## src/sv/nwm_pkg.sv

```systemverilog
package nwm_pkg;

  // Week selector and weekday codes
  localparam logic [2:0] ChoiceFifth  = 3'd4;
  localparam logic [2:0] ChoiceLast   = 3'd5;
  localparam logic [2:0] ChoiceTeenth = 3'd6;
  localparam logic [2:0] WeekdayBad   = 3'd7;

  localparam logic [3:0] MonthJan = 4'd1;
  localparam logic [3:0] MonthFeb = 4'd2;
  localparam logic [3:0] MonthDec = 4'd12;

  // floor(x / 100) == (x * Recip100) >> Recip100Shift for x below 2**15
  localparam int unsigned Recip100      = 5243;
  localparam int unsigned Recip100Shift = 19;
  localparam int unsigned ProdW         = 15 + 13;

  localparam logic [14:0] YearBias = 15'd400;

  typedef struct packed {
    logic [13:0] year;
    logic [3:0]  month;
    logic [2:0]  choice;
    logic [2:0]  wd;
  } query_t;

  // after century split
  typedef struct packed {
    logic        ok;
    logic [14:0] yy;
    logic [7:0]  cent;      // yy / 100
    logic [13:0] year;
    logic [7:0]  year_cent; // year / 100
    logic [3:0]  month;
    logic [3:0]  mm;        // Zeller month, 3..14
    logic [2:0]  choice;
    logic [2:0]  wd;
  } split_t;

  // after Zeller sum
  typedef struct packed {
    logic        ok;
    logic [10:0] zsum;
    logic [4:0]  dim;
    logic [2:0]  choice;
    logic [2:0]  wd;
  } zsum_t;

  // after weekday resolve
  typedef struct packed {
    logic       ok;
    logic [2:0] ofs;        // first hit - 1, 0..6
    logic [4:0] dim;
    logic [2:0] choice;
  } wkday_t;

  function automatic logic [4:0] month_days(input logic [3:0] m);
    logic [4:0] d;
    unique case (m)
      4'd1, 4'd3, 4'd5, 4'd7, 4'd8, 4'd10, 4'd12: d = 5'd31;
      4'd4, 4'd6, 4'd9, 4'd11:                      d = 5'd30;
      4'd2:                                         d = 5'd28;
      default:                                      d = 5'd0;
    endcase
    return d;
  endfunction

  // floor(13 * (mm + 1) / 5)
  function automatic logic [5:0] zeller_month_term(input logic [3:0] mm);
    logic [5:0] t;
    unique case (mm)
      4'd3:    t = 6'd10;
      4'd4:    t = 6'd13;
      4'd5:    t = 6'd15;
      4'd6:    t = 6'd18;
      4'd7:    t = 6'd20;
      4'd8:    t = 6'd23;
      4'd9:    t = 6'd26;
      4'd10:   t = 6'd28;
      4'd11:   t = 6'd31;
      4'd12:   t = 6'd33;
      4'd13:   t = 6'd36;
      4'd14:   t = 6'd39;
      default: t = 6'd0;
    endcase
    return t;
  endfunction

endpackage

```

## src/sv/nwm_split.sv

```systemverilog
module nwm_split (
  input  logic            clk_i,
  input  logic            rst_ni,
  input  logic            en_i,
  input  logic            valid_i,
  input  nwm_pkg::query_t data_i,
  output logic            valid_o,
  output nwm_pkg::split_t data_o
);
  import nwm_pkg::*;

  logic            valid_q;
  split_t          data_q, data_d;
  logic [14:0]     yy;
  logic [ProdW-1:0] prod_yy, prod_y;

  always_comb begin
    data_d.ok = (data_i.month >= MonthJan) && (data_i.month <= MonthDec) &&
                (data_i.wd != WeekdayBad) && (data_i.choice <= ChoiceTeenth);
    if (data_i.month <= MonthFeb) begin
      yy         = {1'b0, data_i.year} + YearBias - 15'd1;
      data_d.mm  = data_i.month + 4'd12;
    end else begin
      yy         = {1'b0, data_i.year} + YearBias;
      data_d.mm  = data_i.month;
    end
    prod_yy = ProdW'(yy) * ProdW'(Recip100);
    prod_y  = ProdW'(data_i.year) * ProdW'(Recip100);
    data_d.yy        = yy;
    data_d.cent      = prod_yy[Recip100Shift +: 8];
    data_d.year      = data_i.year;
    data_d.year_cent = prod_y[Recip100Shift +: 8];
    data_d.month     = data_i.month;
    data_d.choice    = data_i.choice;
    data_d.wd        = data_i.wd;
  end

  always_ff @(posedge clk_i or negedge rst_ni) begin
    if (!rst_ni) begin
      valid_q <= 1'b0;
    end else if (en_i) begin
      valid_q <= valid_i;
    end
  end

  always_ff @(posedge clk_i) begin
    if (en_i) begin
      data_q <= data_d;
    end
  end

  assign valid_o = valid_q;
  assign data_o  = data_q;

endmodule

```

## src/sv/nwm_zsum.sv

```systemverilog
module nwm_zsum (
  input  logic            clk_i,
  input  logic            rst_ni,
  input  logic            en_i,
  input  logic            valid_i,
  input  nwm_pkg::split_t data_i,
  output logic            valid_o,
  output nwm_pkg::zsum_t  data_o
);
  import nwm_pkg::*;

  logic        valid_q;
  zsum_t       data_q, data_d;
  logic [6:0]  k;
  logic [6:0]  rem100;
  logic        leap;

  always_comb begin
    // remainders by 100 from the registered quotients
    k      = 7'(data_i.yy - 15'(data_i.cent) * 15'd100);
    rem100 = 7'(data_i.year - 14'(data_i.year_cent) * 14'd100);
    leap   = ((data_i.year[1:0] == 2'b00) && (rem100 != 7'd0)) ||
             ((rem100 == 7'd0) && (data_i.year_cent[1:0] == 2'b00));

    data_d.zsum = 11'd1 + 11'(zeller_month_term(data_i.mm)) + 11'(k) + 11'(k[6:2]) +
                  11'(data_i.cent[7:2]) + 11'(data_i.cent) * 11'd5;
    data_d.dim  = month_days(data_i.month);
    if ((data_i.month == MonthFeb) && leap) begin
      data_d.dim = 5'd29;
    end
    data_d.ok     = data_i.ok;
    data_d.choice = data_i.choice;
    data_d.wd     = data_i.wd;
  end

  always_ff @(posedge clk_i or negedge rst_ni) begin
    if (!rst_ni) begin
      valid_q <= 1'b0;
    end else if (en_i) begin
      valid_q <= valid_i;
    end
  end

  always_ff @(posedge clk_i) begin
    if (en_i) begin
      data_q <= data_d;
    end
  end

  assign valid_o = valid_q;
  assign data_o  = data_q;

endmodule

```

## src/sv/nwm_wkday.sv

```systemverilog
module nwm_wkday (
  input  logic            clk_i,
  input  logic            rst_ni,
  input  logic            en_i,
  input  logic            valid_i,
  input  nwm_pkg::zsum_t  data_i,
  output logic            valid_o,
  output nwm_pkg::wkday_t data_o
);
  import nwm_pkg::*;

  logic        valid_q;
  wkday_t      data_q, data_d;
  logic [4:0]  fold1;
  logic [3:0]  fold2;
  logic [2:0]  h;
  logic [2:0]  first_wd;

  always_comb begin
    // mod 7 by folding octal digits (8 == 1 mod 7)
    fold1 = 5'(data_i.zsum[2:0]) + 5'(data_i.zsum[5:3]) + 5'(data_i.zsum[8:6]) +
            5'(data_i.zsum[10:9]);
    fold2 = 4'(fold1[2:0]) + 4'(fold1[4:3]);
    h     = (fold2 >= 4'd7) ? 3'(fold2 - 4'd7) : fold2[2:0];
    // Zeller counts from Saturday; shift to Sunday = 0
    first_wd = (h == 3'd0) ? 3'd6 : h - 3'd1;

    data_d.ofs    = (data_i.wd >= first_wd) ? data_i.wd - first_wd
                                            : data_i.wd + 3'd7 - first_wd;
    data_d.ok     = data_i.ok;
    data_d.dim    = data_i.dim;
    data_d.choice = data_i.choice;
  end

  always_ff @(posedge clk_i or negedge rst_ni) begin
    if (!rst_ni) begin
      valid_q <= 1'b0;
    end else if (en_i) begin
      valid_q <= valid_i;
    end
  end

  always_ff @(posedge clk_i) begin
    if (en_i) begin
      data_q <= data_d;
    end
  end

  assign valid_o = valid_q;
  assign data_o  = data_q;

endmodule

```

## src/sv/nwm_select.sv

```systemverilog
module nwm_select (
  input  logic            clk_i,
  input  logic            rst_ni,
  input  logic            en_i,
  input  logic            valid_i,
  input  nwm_pkg::wkday_t data_i,
  output logic            valid_o,
  output logic [4:0]      day_o
);
  import nwm_pkg::*;

  logic       valid_q;
  logic [4:0] day_q, day_d;
  logic [2:0] first_hit;
  logic [5:0] nth_day;
  logic [5:0] fifth_day;
  logic [4:0] teenth_day;

  always_comb begin
    first_hit  = data_i.ofs + 3'd1;
    nth_day    = 6'(first_hit) + 6'(data_i.choice) * 6'd7;
    fifth_day  = 6'(first_hit) + 6'd28;
    teenth_day = (data_i.ofs >= 3'd5) ? 5'd13 + 5'(data_i.ofs - 3'd5)
                                      : 5'd15 + 5'(data_i.ofs);
    day_d = 5'd0;
    if (data_i.ok) begin
      priority if (data_i.choice <= ChoiceFifth) begin
        day_d = (nth_day <= 6'(data_i.dim)) ? nth_day[4:0] : 5'd0;
      end else if (data_i.choice == ChoiceLast) begin
        // last hit is the fifth when it fits, else the fourth
        day_d = (fifth_day <= 6'(data_i.dim)) ? fifth_day[4:0]
                                              : 5'(first_hit) + 5'd21;
      end else begin
        day_d = teenth_day;
      end
    end
  end

  always_ff @(posedge clk_i or negedge rst_ni) begin
    if (!rst_ni) begin
      valid_q <= 1'b0;
    end else if (en_i) begin
      valid_q <= valid_i;
    end
  end

  always_ff @(posedge clk_i) begin
    if (en_i) begin
      day_q <= day_d;
    end
  end

  assign valid_o = valid_q;
  assign day_o   = day_q;

endmodule

```

## src/sv/nth_weekday_of_month_core.sv

```systemverilog
// Meetup-day calculator: given a Gregorian year, month, week selector and
// weekday (Sunday = 0), returns the day of the month on which that
// occurrence falls, or 0 for an invalid query or a missing fifth hit.
//
// Input channel: in_valid_i / in_stall_o with year_i, month_i,
// week_choice_i, weekday_i. A transfer happens on a rising edge with
// valid high and stall low. Output channel: out_valid_o / out_stall_i
// with day_of_month_o, same rule.
//
// Four register stages: century split (reciprocal multiply), Zeller sum
// and month length, mod-7 weekday resolve, selection into the output
// register. A query passes the stages in that order and holds on the
// output until it is taken. Throughput is one query per cycle while
// the receiver does not stall.
//
// Reset clears the stage valid bits only; the pipe comes up empty and
// ready. When the receiver stalls, the output holds and stages fill up
// behind it; in_stall_o rises only once every stage holds a query, so no
// query is dropped or repeated.
module nth_weekday_of_month_core (
  input  logic        clk_i,
  input  logic        rst_ni,
  input  logic        in_valid_i,
  output logic        in_stall_o,
  input  logic [13:0] year_i,
  input  logic [3:0]  month_i,
  input  logic [2:0]  week_choice_i,
  input  logic [2:0]  weekday_i,
  output logic        out_valid_o,
  input  logic        out_stall_i,
  output logic [4:0]  day_of_month_o
);
  import nwm_pkg::*;

  query_t query;
  split_t split_data;
  zsum_t  zsum_data;
  wkday_t wkday_data;

  logic split_vld, zsum_vld, wkday_vld;
  // a stage advances when it is empty or the next one advances
  logic en_split, en_zsum, en_wkday, en_sel;

  assign query.year   = year_i;
  assign query.month  = month_i;
  assign query.choice = week_choice_i;
  assign query.wd     = weekday_i;

  assign en_sel   = !out_valid_o || !out_stall_i;
  assign en_wkday = !wkday_vld || en_sel;
  assign en_zsum  = !zsum_vld || en_wkday;
  assign en_split = !split_vld || en_zsum;

  assign in_stall_o = !en_split;

  nwm_split u_split (
    .clk_i   (clk_i),
    .rst_ni  (rst_ni),
    .en_i    (en_split),
    .valid_i (in_valid_i),
    .data_i  (query),
    .valid_o (split_vld),
    .data_o  (split_data)
  );

  nwm_zsum u_zsum (
    .clk_i   (clk_i),
    .rst_ni  (rst_ni),
    .en_i    (en_zsum),
    .valid_i (split_vld),
    .data_i  (split_data),
    .valid_o (zsum_vld),
    .data_o  (zsum_data)
  );

  nwm_wkday u_wkday (
    .clk_i   (clk_i),
    .rst_ni  (rst_ni),
    .en_i    (en_wkday),
    .valid_i (zsum_vld),
    .data_i  (zsum_data),
    .valid_o (wkday_vld),
    .data_o  (wkday_data)
  );

  nwm_select u_select (
    .clk_i   (clk_i),
    .rst_ni  (rst_ni),
    .en_i    (en_sel),
    .valid_i (wkday_vld),
    .data_i  (wkday_data),
    .valid_o (out_valid_o),
    .day_o   (day_of_month_o)
  );

  // back-pressure to the sender only when every stage is occupied
  a_stall_full: assert property (@(posedge clk_i) disable iff (!rst_ni)
    in_stall_o |-> (split_vld && zsum_vld && wkday_vld && out_valid_o && out_stall_i))
    else $error("input stalled with a bubble in the pipe");

  // for a valid query the offset from the first weekday is a weekday distance
  a_ofs_range: assert property (@(posedge clk_i) disable iff (!rst_ni)
    (wkday_vld && wkday_data.ok) |-> (wkday_data.ofs <= 3'd6))
    else $error("weekday offset out of range");

  // an invalid query leaving stage three puts day 0 into the output register
  a_bad_zero: assert property (@(posedge clk_i) disable iff (!rst_ni)
    (wkday_vld && en_sel && !wkday_data.ok) |=> (day_of_month_o == 5'd0))
    else $error("invalid query produced a nonzero day");

endmodule
```

## config.mk

```make
export PLATFORM = sky130hd
export DESIGN_NAME = nth_weekday_of_month_core
export DESIGN_NICKNAME = d
export VERILOG_FILES = /design/src/sv/nwm_pkg.sv /design/src/sv/nwm_split.sv /design/src/sv/nwm_zsum.sv /design/src/sv/nwm_wkday.sv /design/src/sv/nwm_select.sv /design/src/sv/nth_weekday_of_month_core.sv
export SDC_FILE = /design/constraint.sdc
export NUM_CORES = 1
export LEC_CHECK = 0
export BUFFER_PORTS_ARGS = -buffer_cell sky130_fd_sc_hd__buf_2
export CAP_MARGIN = 20
export CORE_MARGIN = 5
export CORE_UTILIZATION = 45
export DETAILED_ROUTE_END_ITERATION = 10
export PLACE_DENSITY = 0.65
export SYNTH_ARGS = -nofsm -noshare
export SYNTH_HDL_FRONTEND = slang
export SYNTH_SLANG_ARGS = --single-unit
export TNS_END_PERCENT = 1
```

## constraint.sdc

```tcl
create_clock -name clk_i -period 6.5 [get_ports clk_i]
set_input_delay 1.3 -clock clk_i [delete_from_list [all_inputs] [get_ports clk_i]]
set_output_delay 1.3 -clock clk_i [all_outputs]
set_load 0.02 [all_outputs]
```

==> summary.md <==
| Metric | Value |
|---|---|
| Area Overhead vs Synth | 16.3% |
| DR WL/cell | 13.7 um |
| Final worst path period share | 108% |
| Fin worst setup slack | -491 ps |
| Fin util | 53.2% |
| Yosys cell types | 56 |
| Netlist Area Pre-Place | 0.0132 mm2 |
| Post-synthesis async set-or-reset flop share | 4.65% |
| Arr. time, crit path | 7080 ps |
| Worst rel slew slack | 36.1% |
| Buf/Inv on CP | 8 |
| GPL Wtd Cong | 0.883 |
| Clock Tree Root | clkbuf_16 |
| Layout fillers | 2539 |
| Die W | 181 um |
| Most frequent cell after synthesis | inv_1 |
| Clock Sinks | 86 |
| Failing checks | negative setup slack |
| CP delay by family, top | adder cells |
| Status | finished with violations |
| Drt first pass iters | 7 |
| Endpoints failing hold | 0 |
| IO Pins | 35 |
| Worst hold path type | flop to flop |
| H-tree Lvls | 3 |
| Final wirelength | 24800 um |
| Die Y | 181 um |
| Synthesized area per cell | 10.5 um2 |
| Clock Tree Buf Depth | 2 |
| Clk_lat worst skew | 350 ps |
| Num rows | 62 |
| Vias in the first global route | 9459 |
| Hold depth | 0 |
| Top cells by area, synth | ha_1, fa_1, edfxtp_1 |
| Core area | 0.0288 mm2 |
| CTS tree | yes |
| Critical path class | input port to flop |
| Top cells by count, synth | inv_1, ha_1, fa_1 |
| YS warnings | 0 |
| Antenna fix cells | 0 |
| Layout Skew | 8.24 ps |
| Critical Path End Type | flop |
| Post-route antenna net violation count | 0 |
| Initial Utilization | 45.7% |
| Slowest CP cell | fa_1 |
| CP Data Required Time | 6590 ps |
| Die ar. | 0.0328 mm2 |
| RSZ-0062 raised after global routing | true |
| Pin count of the biggest net entering global routing | 31 |
| # nets final | 1909 |
| Max cap viols | 0 |
| DP Wirelength | 22200 um |
| Critical path fanouts, max | 4 |
| R2R setup slack | 480 ps |
| Worst-Margin Slew | 956 ps |
| Reg clk slew, reported paths | 60 ps |
| Overflow after GRT | 0 |
| Post-synthesis sequential area ratio | 19.0% |
| # DRC | 0 |
| RR Startpoint | u_zsum.data_o[11] |
| Final min period | 6990 ps |
| Via/cell ratio | 4.82 |
| Layout cells sized above 1 | 14.8% |
| Num CTS Buffers | 9 |
| Peak Freq | 0.143 GHz |
| Startpoint types | input port |
| Synthesized net count | 1742 |
| Final setup fails | 8 |
| Number of synthesized flops with an enable pin | 76 |
| Worst Hold Launch | u_split.data_o[5] |
| Routed vias | 8751 |
| Number of max-slew violations in the final report | 0 |
| Post-Synthesis Cells | 1259 |
| Top-area cell type share of the netlist area | 27.9% |
| Hold path endpoint | u_zsum.data_o[5] |
| Critical R2R Capture | u_wkday.data_o[10] |
| First-pass GRT wire length | 43500 um |
| Reg2reg path depth | 26 |
| Critical path's largest stage delay | 560 ps |
| GRT Util Overall | 16.0% |
| PortBufs | 34 |
| Synthesized flop and latch total | 86 |
| Setup_tns | -2610 ps |
| Post-synth top area cell | ha_1 |
| Top_reg_cell synth | edfxtp_1 |
| Drt first-iter violations | 254 |
| Critical Path Source | year_i[7] |
| Initial antenna violation count | 0 |
==> worst register-to-register path, delay by kind of cell (launching register included) <==
family | cells | cell delay (ps)
buf+inv | 4 | 220
simple gates | 3 | 570
xor+xnor | 3 | 500
compound gates | 5 | 750
fa+ha+maj | 11 | 3370
flops | 1 | 380
==> how the worst max path moves through the flow <==
stage | to | cells past startpoint
4_1_cts | u_split.data_o[42] | 24
2_1_floorplan | u_split.data_o[42] | 22
3_5_place_dp | u_split.data_o[42] | 24
5_1_grt | u_split.data_o[43] | 27
3_3_place_gp | u_split.data_o[42] | 24
6_report | u_split.data_o[41] | 28
==> metal layers <==
layer | up-vias | wire length (um) | share of wire (%) | global-route usage [%]
met4 | 0 | 425 | 1.7 | 3.51
met2 | 87 | 12900 | 52 | 29.4
li1 | 4367 | - | - | -
met5 | - | 0 | 0 | 0
met3 | 29 | 551 | 2.2 | 1.97
met1 | 4268 | 11000 | 44 | 20.1
==> layout by cell type, fill, tap and decap left out, types with 9 or more instances in the layout <==
cell type / count
a21o_1: 18
edfxtp_1: 76
o21ai_0: 22
o211ai_1: 10
buf_2: 32
xor2_1: 20
nand3_1: 15
a21oi_1: 36
xnor2_1: 60
ha_1: 288
nand2_1: 24
nor2_1: 27
clkbuf_16: 9
inv_1: 349
fa_1: 160
nand2b_1: 9
buf_4: 121
==> sequential cells by signal, indices dropped and copies added (netlist names), named ones only <==
register	count
u_zsum.data_o	21
u_split.data_o	40
u_split.valid_o	1
u_wkday.valid_o	1
u_select.day_o	5
u_wkday.data_o	10
u_select.valid_o	1
u_zsum.valid_o	1
==> cell families (layout without fill, tap and decap cells) <==
logic type                 Yosys count  count (layout)  synth area share, %
muxes                               10              10                0.770
buffers and inverters              358             530                 10.2
and+or+nand+nor                    128             128                 5.13
AOI/OAI and AO/OA                  135             135                 6.47
DFF                                 86              86                 19.0
adders and majority gates          455             455                 52.4
xor gates and xnor gates            87              87                 5.96
==> per-stage QoR <==
stage                     instances  instance area [um2]  hold WS (ps)  setup WS (ps)
after floorplan                1259                13300           400           -434
final                          1815                15300           420           -491
after detailed placement       1788                14800           405           -882
after global placement         1788                14800           402           -817
after global routing           1815                15300           429           -778
after CTS                      1805                15100           421           -468
==> layout make-up <==
| class | instances | area (um2) | area share (%) |
|---|---|---|---|
| Multi-Input combinational cell | 815 | 9540 | 62.3 |
| Sequential cell | 86 | 2500 | 16.3 |
| Inverter | 356 | 1350 | 8.80 |
| Clock buffer | 10 | 229 | 1.50 |
| Timing Repair Buffer | 158 | 1140 | 7.43 |
| Tap cell | 384 | 480 | 3.14 |
| Clock inverter | 6 | 75.1 | 0.490 |
==> timing repair <==
item                       CTS  global route
setup endpoints to repair    8            11
pin swaps                    4            19
hold buffers                 0             0
gates resized for setup      3            24
setup buffers                1            10
Power is left out: the tool's default activity adds up to more than one toggle a clock period on the data nets, which glitch-free logic cannot reach.
